<file path="src/rtl/core/aoc_pkg.sv">
`timescale 1ns / 1ps

package aoc_pkg;

   localparam int ChanW           = 8;
   localparam int Chans           = 3;
   localparam int WeightW         = 16;
   localparam int NumW            = 24;
   localparam int QuotW           = 8;
   localparam int ChanMax         = 255;
   localparam int DivBitsPerStage = 2;
   localparam int DivStages       = QuotW / DivBitsPerStage;

   typedef logic [ChanW-1:0] chan_type;

   typedef struct packed {
      chan_type under_red;
      chan_type under_green;
      chan_type under_blue;
      chan_type under_alpha;
      chan_type over_red;
      chan_type over_green;
      chan_type over_blue;
      chan_type over_alpha;
   } req_payload_type;

   typedef struct packed {
      chan_type out_red;
      chan_type out_green;
      chan_type out_blue;
      chan_type out_alpha;
   } rsp_payload_type;

   typedef struct packed {
      chan_type [Chans-1:0]     c_over;
      chan_type [Chans-1:0]     c_under;
      logic     [WeightW-1:0]   w_over;
      logic     [WeightW-1:0]   w_under;
   } weight_type;

   typedef struct packed {
      logic [Chans-1:0][NumW-1:0]  rem;
      logic [Chans-1:0][QuotW-1:0] quot;
      logic [WeightW-1:0]          den;
      chan_type                    alpha;
      logic                        zero;
   } div_type;

   // floor(den / 255) for den <= 255*255
   function automatic chan_type alpha_of(input logic [WeightW-1:0] den);
      logic [WeightW:0] sum;
      sum = {1'b0, den} + (WeightW+1)'(den >> ChanW) + (WeightW+1)'(1);
      return sum[ChanW +: ChanW];
   endfunction

endpackage

</file>
<file path="src/rtl/core/aoc_req_if.sv">
`timescale 1ns / 1ps

interface aoc_req_if;
   logic                     valid;
   logic                     ready;
   aoc_pkg::req_payload_type data;

   modport source (output valid, output data, input ready);
   modport sink   (input valid, input data, output ready);
endinterface

</file>
<file path="src/rtl/core/aoc_rsp_if.sv">
`timescale 1ns / 1ps

interface aoc_rsp_if;
   logic                     valid;
   logic                     ready;
   aoc_pkg::rsp_payload_type data;

   modport source (output valid, output data, input ready);
   modport sink   (input valid, input data, output ready);
endinterface

</file>
<file path="src/rtl/core/aoc_front.sv">
`timescale 1ns / 1ps

module aoc_front (
   input  logic                     clock,
   input  logic                     reset,
   input  logic                     in_valid,
   output logic                     in_ready,
   input  aoc_pkg::req_payload_type in_data,
   output logic                     out_valid,
   input  logic                     out_ready,
   output aoc_pkg::div_type         out_data
);

   localparam int ChanW   = aoc_pkg::ChanW;
   localparam int WeightW = aoc_pkg::WeightW;
   localparam int NumW    = aoc_pkg::NumW;
   localparam int Chans   = aoc_pkg::Chans;

   logic                s1_valid_ff;
   logic                s1_ready;
   aoc_pkg::weight_type s1_data_ff;
   aoc_pkg::weight_type s1_data_in;
   logic                s2_valid_ff;
   logic                s2_ready;
   aoc_pkg::div_type    s2_data_ff;
   aoc_pkg::div_type    s2_data_in;

   assign s1_ready = !s1_valid_ff || s2_ready;
   assign s2_ready = !s2_valid_ff || out_ready;
   assign in_ready = s1_ready;

   // stage 1: coverage weights
   always_comb begin
      logic [ChanW-1:0] inv_a1;
      inv_a1 = ChanW'(aoc_pkg::ChanMax) - in_data.over_alpha;
      s1_data_in.c_over  = {in_data.over_blue, in_data.over_green, in_data.over_red};
      s1_data_in.c_under = {in_data.under_blue, in_data.under_green, in_data.under_red};
      s1_data_in.w_over  = {in_data.over_alpha, {ChanW{1'b0}}}
                           - WeightW'(in_data.over_alpha);
      s1_data_in.w_under = WeightW'(in_data.under_alpha * inv_a1);
   end

   // stage 2: numerators, denominator, alpha
   always_comb begin
      logic [WeightW:0] den_sum;
      den_sum = {1'b0, s1_data_ff.w_over} + {1'b0, s1_data_ff.w_under};
      for (int c = 0; c < Chans; c++) begin
         s2_data_in.rem[c] = NumW'(s1_data_ff.c_over[c] * s1_data_ff.w_over)
                           + NumW'(s1_data_ff.c_under[c] * s1_data_ff.w_under);
      end
      s2_data_in.quot  = '0;
      s2_data_in.den   = den_sum[WeightW-1:0];
      s2_data_in.alpha = aoc_pkg::alpha_of(den_sum[WeightW-1:0]);
      s2_data_in.zero  = (den_sum == '0);
   end

   always_ff @(posedge clock) begin
      if (reset) begin
         s1_valid_ff <= 1'b0;
         s2_valid_ff <= 1'b0;
      end else begin
         if (s1_ready) s1_valid_ff <= in_valid;
         if (s2_ready) s2_valid_ff <= s1_valid_ff;
      end
   end

   always_ff @(posedge clock) begin
      if (s1_ready && in_valid) s1_data_ff <= s1_data_in;
      if (s2_ready && s1_valid_ff) s2_data_ff <= s2_data_in;
   end

   assign out_valid = s2_valid_ff;
   assign out_data  = s2_data_ff;

endmodule

</file>
<file path="src/rtl/core/aoc_div_stage.sv">
`timescale 1ns / 1ps

module aoc_div_stage #(
   parameter int StageIdx = 0
) (
   input  logic             clock,
   input  logic             reset,
   input  logic             in_valid,
   output logic             in_ready,
   input  aoc_pkg::div_type in_data,
   output logic             out_valid,
   input  logic             out_ready,
   output aoc_pkg::div_type out_data
);

   localparam int NumW   = aoc_pkg::NumW;
   localparam int QuotW  = aoc_pkg::QuotW;
   localparam int Chans  = aoc_pkg::Chans;
   localparam int TopBit = QuotW - 1 - StageIdx * aoc_pkg::DivBitsPerStage;

   logic             valid_ff;
   aoc_pkg::div_type data_ff;
   aoc_pkg::div_type data_in;

   assign in_ready = !valid_ff || out_ready;

   // restoring division, DivBitsPerStage quotient bits per stage
   always_comb begin
      logic [NumW-1:0] dsh;
      data_in = in_data;
      for (int j = 0; j < aoc_pkg::DivBitsPerStage; j++) begin
         dsh = NumW'(in_data.den) << (TopBit - j);
         for (int c = 0; c < Chans; c++) begin
            if (data_in.rem[c] >= dsh) begin
               data_in.rem[c]  = data_in.rem[c] - dsh;
               data_in.quot[c] = data_in.quot[c] | (QuotW'(1) << (TopBit - j));
            end
         end
      end
   end

   always_ff @(posedge clock) begin
      if (reset) begin
         valid_ff <= 1'b0;
      end else if (in_ready) begin
         valid_ff <= in_valid;
      end
   end

   always_ff @(posedge clock) begin
      if (in_ready && in_valid) data_ff <= data_in;
   end

   assign out_valid = valid_ff;
   assign out_data  = data_ff;

endmodule

</file>
<file path="src/rtl/core/alpha_over_compositor_core.sv">
`timescale 1ns / 1ps

// Porter-Duff "over" of two straight-alpha RGBA8 pixels. One transaction on
// req_bus carries the under and over pixel; one transaction on rsp_bus returns
// the composited pixel, colors truncated, alpha = floor(D/255) with
// D = a_over*255 + a_under*(255-a_over); colors are 0 when both alphas are 0.
// Fully pipelined: a new transaction is taken every cycle while rsp_bus is ready,
// and each passes through six register stages (weights, numerators, then four
// restoring divider stages of two quotient bits each). Each stage holds its own
// valid bit, so bubbles close up and the input keeps accepting while a result
// waits, until every stage is full.

module alpha_over_compositor_core (
   input  logic      clock,
   input  logic      reset,
   aoc_req_if.sink   req_bus,
   aoc_rsp_if.source rsp_bus
);

   localparam int DivStages = aoc_pkg::DivStages;

   logic             stg_valid [DivStages+1];
   logic             stg_ready [DivStages+1];
   aoc_pkg::div_type stg_data  [DivStages+1];
   aoc_pkg::div_type last;

   aoc_front u_front (
      .clock     (clock),
      .reset     (reset),
      .in_valid  (req_bus.valid),
      .in_ready  (req_bus.ready),
      .in_data   (req_bus.data),
      .out_valid (stg_valid[0]),
      .out_ready (stg_ready[0]),
      .out_data  (stg_data[0])
   );

   for (genvar s = 0; s < DivStages; s++) begin : g_div
      aoc_div_stage #(
         .StageIdx (s)
      ) u_div (
         .clock     (clock),
         .reset     (reset),
         .in_valid  (stg_valid[s]),
         .in_ready  (stg_ready[s]),
         .in_data   (stg_data[s]),
         .out_valid (stg_valid[s+1]),
         .out_ready (stg_ready[s+1]),
         .out_data  (stg_data[s+1])
      );
   end

   assign last = stg_data[DivStages];
   assign stg_ready[DivStages] = rsp_bus.ready;

   assign rsp_bus.valid          = stg_valid[DivStages];
   assign rsp_bus.data.out_red   = last.zero ? '0 : last.quot[0];
   assign rsp_bus.data.out_green = last.zero ? '0 : last.quot[1];
   assign rsp_bus.data.out_blue  = last.zero ? '0 : last.quot[2];
   assign rsp_bus.data.out_alpha = last.alpha;

endmodule

</file>
<file path="src/flat_wrapper.sv">
// flat-port wrapper written by rule: the top's interface ports become plain ports
module alpha_over_compositor_core_flat 
  (clock, reset, req_bus_valid, req_bus_data, req_bus_ready, rsp_bus_valid, rsp_bus_data, rsp_bus_ready);
  aoc_req_if req_bus_i ();
  aoc_rsp_if rsp_bus_i ();
  input  logic clock;
  input  logic reset;
  input wire logic [$bits(req_bus_i.valid)-1:0] req_bus_valid;
  input wire logic [$bits(req_bus_i.data)-1:0] req_bus_data;
  output wire logic [$bits(req_bus_i.ready)-1:0] req_bus_ready;
  output wire logic [$bits(rsp_bus_i.valid)-1:0] rsp_bus_valid;
  output wire logic [$bits(rsp_bus_i.data)-1:0] rsp_bus_data;
  input wire logic [$bits(rsp_bus_i.ready)-1:0] rsp_bus_ready;
  assign req_bus_i.valid = req_bus_valid;
  assign req_bus_i.data = req_bus_data;
  assign req_bus_ready = req_bus_i.ready;
  assign rsp_bus_valid = rsp_bus_i.valid;
  assign rsp_bus_data = rsp_bus_i.data;
  assign rsp_bus_i.ready = rsp_bus_ready;
  alpha_over_compositor_core u_core (.clock(clock), .reset(reset), .req_bus(req_bus_i), .rsp_bus(rsp_bus_i));
endmodule
</file>
<file path="config.mk">
export PLATFORM = sky130hd
export DESIGN_NAME = alpha_over_compositor_core_flat
export DESIGN_NICKNAME = d
export VERILOG_FILES = /design/src/rtl/core/aoc_pkg.sv /design/src/rtl/core/aoc_req_if.sv /design/src/rtl/core/aoc_rsp_if.sv /design/src/rtl/core/aoc_front.sv /design/src/rtl/core/aoc_div_stage.sv /design/src/rtl/core/alpha_over_compositor_core.sv /design/src/flat_wrapper.sv
export SDC_FILE = /design/constraint.sdc
export NUM_CORES = 2
export LEC_CHECK = 0
export BUFFER_PORTS_ARGS = -buffer_cell sky130_fd_sc_hd__clkbuf_2
export CORE_ASPECT_RATIO = 0.8
export CORE_UTILIZATION = 65
export CTS_CLUSTER_SIZE = 12
export DETAILED_ROUTE_END_ITERATION = 10
export HOLD_SLACK_MARGIN = 0.03
export PLACE_DENSITY = 0.82
export SETUP_SLACK_MARGIN = 0.1
export SYNTH_ARGS = -nofsm -noshare
export SYNTH_HDL_FRONTEND = slang
export SYNTH_SLANG_ARGS = --single-unit
</file>
<file path="constraint.sdc">
create_clock -name clock -period 15.7 [get_ports clock]
set_input_delay 2.355 -clock clock [delete_from_list [all_inputs] [get_ports clock]]
set_output_delay 2.355 -clock clock [all_outputs]
set_load 0.1 [all_outputs]
</file>
==> impl_summary.log <==
INFO  metric outcome = finished clean
INFO  metric synth-edff-count = 537
INFO  metric rrSetupSlack = around 8.3 ns
INFO  metric ctsRootBufferMaster = clkbuf_16
INFO  metric grt.overflow.total = 0
INFO  metric floorplan.die_area = ~100000 um^2
INFO  metric globalplace.congestion = between 0.9 and 1
INFO  metric drv.max_cap_violation_count = 0
INFO  metric largest_net_degree_at_the_start_of_global_routing = just over 70
INFO  metric path_class = flop to flop
INFO  metric num_vias = roughly 50k
INFO  metric floorplan.initialDensity = 0.6561
INFO  metric slowest_delay = 1.18 ns
INFO  metric avgSynthCellArea = approximately 9.6 um^2
INFO  metric met1_usage = 0.4284
INFO  metric crit_buf_inv = 3
INFO  metric dr.pass1.iters = 6
INFO  metric postSynthRegisterBits = roughly 540
INFO  metric clk_path_buf_depth = 3
INFO  metric syn_to_final_growth = 5.934%
INFO  metric synth_sequential_area_ratio = 0.2462
INFO  metric num-nets-final = between 8k and 9k
INFO  metric synthesis.yosys.warnings = 0
INFO  metric synthTopCellsByArea = edfxtp_1 (24%), fa_1 (21%), ha_1 (12%)
INFO  metric worst_r2r_path_depth = 21
INFO  metric die_w = between 300 and 400 um
INFO  metric clock_skew = approximately 0.043 ns
INFO  metric synth_cell_type_count = 110
INFO  metric drt_wl_total = about 170000 um
INFO  metric core_area = just over 100000 um^2
INFO  metric final_hold_viol_count = 0
INFO  metric slew_viol_final = 0
INFO  metric final_layout_size_suffix_gt1_frac = 0.06429
INFO  metric worstPathMaxFanout = 25
INFO  metric timing.rr.end = u_core.u_front.out_data[71]$_DFFE_PP_
INFO  metric min_path_type = flop to flop
INFO  metric syn_inst_count = approximately 7k
INFO  metric synthesis.nets = between 8k and 9k
INFO  metric hold_path_startpoint = u_core.g_div[2].u_div.out_data[0]$_DFFE_PP_
INFO  metric holdWs = approximately 0.41 ns
INFO  metric cts_htree_levels = 3
INFO  metric hold_depth = 0
INFO  metric worst_setup_hold_path_clk_slew = 0.06 ns
INFO  metric n_antenna_cell = 0
INFO  metric regToRegStartpoint = u_core.u_front.s1_data_ff[19]$_DFFE_PP_
INFO  metric ctsHoldBuffers = 0
INFO  metric grt_use_met2 = 0.5357
INFO  metric ys_dominant_reg_cell = edfxtp_1
INFO  metric min_period = roughly 7.4 ns
INFO  metric mostFrequentLayoutCell = inv_1
INFO  metric post_synth_instance_area = between 60000 and 70000 um^2
INFO  metric critical_path.most_common_cell = fa_1
INFO  metric critPathTopFamily = adder cells
INFO  metric final.setup.tns = 0 ns
INFO  metric drt_first_iter_violations = 4026
INFO  metric pin_count = 102
INFO  metric critical-path-slowest-cell = edfxtp_1
INFO  metric synth_top_area_cell = edfxtp_1
INFO  metric final_cell_mix = inv_1 (984), nand2_1 (734), fa_1 (682)
INFO  metric crit_path_cell_trace = nand2_1 > fa_1 > inv_1 > fa_1 > fa_1 > fa_1 > fa_1 > inv_1 > fa_1 > inv_1 > ha_1 > a21o_1 > a21oi_1 > nand2_1 > o21ai_1 > nor2_1 > o31a_1 > o31ai_1 > a211oi_1 > o41ai_1 > xnor2_1
INFO  metric setup_viol = 0
INFO  metric grt_pass1_vias = 50.24k
INFO  metric end_kind = flop
INFO  metric cts_num_sinks = between 500 and 600
INFO  metric cts_post_setup_buffers_inserted = 0
INFO  metric wl_per_cell = between 20 and 25 um
INFO  metric vias_per_cell = just over 6
INFO  metric place.detailed.hpwl = 130700 um
INFO  metric tritoncts = yes
INFO  metric synth_top_cell_area_share = 0.2443
INFO  metric remaining_drc_errors = 0
INFO  metric worstPathRequired = roughly 16 ns
INFO  metric insertion_delay = 0.65 ns
INFO  metric die_y = about 290 um
INFO  metric timing.critical_path.from_type = flop
INFO  metric antenna_found_initial = 0
INFO  metric use_met3 = 0.04337
INFO  metric cp.arrival = 7.74 ns
INFO  metric placement.io_buffers = 101
INFO  metric timing.final.crit_share = 0.4705
INFO  metric grt_busiest_layer = met2
INFO  metric resized_cells_post_cts = 0
INFO  metric tightestPinTransition = ~1.3 ns
INFO  metric global_route.usage.total = 0.3281
INFO  metric slew_headroom = 0.1413
INFO  metric hold_path_end = u_core.g_div[3].u_div.out_data[0]$_DFFE_PP_
INFO  metric num_rows = 104
INFO  metric async_set_or_reset_register_ratio_after_synthesis = 0
INFO  metric fmax = approximately 140 MHz
INFO  metric grt_pass1_wl = around 260000 um
INFO  metric rsz0062_at_grt = false
INFO  metric post_route_ant_nets = 0
INFO  metric cts_buffers = 66
==> registers in the layout, summed over array words and instances (netlist names) <==
name,cells
u_core.u_front.out_valid,1
u_core.g_div.u_div.out_data,360
u_core.u_front.s1_valid_ff,1
u_core.u_front.out_data,97
u_core.u_front.s1_data_ff,80
u_core.g_div.u_div.out_valid,4
==> area by class of cell <==
type	count	area, um^2
multi-input combinational	5156	45280
sequential	543	16250
clock buffer	78	1718
inverter	986	3704
tap	1325	1658
clock inverter	35	397.9
fill	7561	30680
timing repair buffer	155	910.9
==> cells by family (layout without fill, tap and decap cells) <==
group                      after synthesis  in the layout  share of synthesized area
and+or+nand+nor                       2061           2061                     0.1563
adders and majority gates             1339           1339                     0.3314
AOI/OAI and AO/OA                     1200           1200                     0.1159
buffers and inverters                 1181           1254                    0.06886
DFF                                    543            543                     0.2462
xor gates and xnor gates               375            375                    0.05000
muxes                                  181            181                    0.03138
==> metrics by stage <==
stage | area, um^2 | utilization | instances | worst slack, ns
after global routing | 69910 | 0.6950 | 8278 | 8.006
after global placement | 67800 | 0.6740 | 8165 | 8.691
final | 69910 | 0.6950 | 8278 | 8.313
after floorplan | 65990 | - | 6880 | 4.773
after CTS | 69910 | 0.6950 | 8278 | 8.441
after detailed placement | 67800 | 0.6740 | 8165 | 8.465
==> synth_stat cells, drive strengths merged (9+ instances only) <==
library cell,count
a41oi,11
o31a,9
o21bai,48
or2,23
mux2i,37
nor2,311
edfxtp,537
ha,657
inv,986
a21boi,26
nor2b,128
nand4,67
buf,33
or3,31
a21oi,383
o21ai,275
clkbuf,162
nand2b,101
xnor2,263
o21a,57
nor3,97
and2,369
mux2,144
nand3,72
a21o,145
nand2,736
a31o,12
a2111oi,10
and3,29
o31ai,32
a31oi,37
o2111ai,9
fa,682
o211ai,30
a211oi,34
nand3b,15
nor4,31
o41ai,11
or4,13
nor3b,13
xor2,112
==> layer usage <==
metal / up-vias / share of wire
met5: - / 0
met4: 0 / 0.057
met3: 455 / 0.075
met2: 2198 / 0.46
met1: 24250 / 0.40
li1: 23240 / -
==> worst max path at each step <==
stage,to,start,depth (start not counted),slack (ns)
2_1_floorplan,u_core.g_div[0].u_div.out_data[0]$_DFFE_PP_,rsp_bus_ready,4,4.77
6_report,u_core.u_front.out_data[71]$_DFFE_PP_,u_core.u_front.s1_data_ff[19]$_DFFE_PP_,21,8.31
5_1_grt,u_core.u_front.out_data[96]$_DFFE_PP_,u_core.u_front.s1_data_ff[20]$_DFFE_PP_,19,8.01
3_5_place_dp,u_core.u_front.out_data[96]$_DFFE_PP_,u_core.u_front.s1_data_ff[20]$_DFFE_PP_,19,8.46
4_1_cts,u_core.u_front.out_data[71]$_DFFE_PP_,u_core.u_front.s1_data_ff[19]$_DFFE_PP_,21,8.44
3_3_place_gp,u_core.u_front.out_data[71]$_DFFE_PP_,u_core.u_front.s1_data_ff[20]$_DFFE_PP_,21,8.69
Power is not shown: default switching activity piles up to over one toggle a cycle in this logic, so the estimate is an artifact.
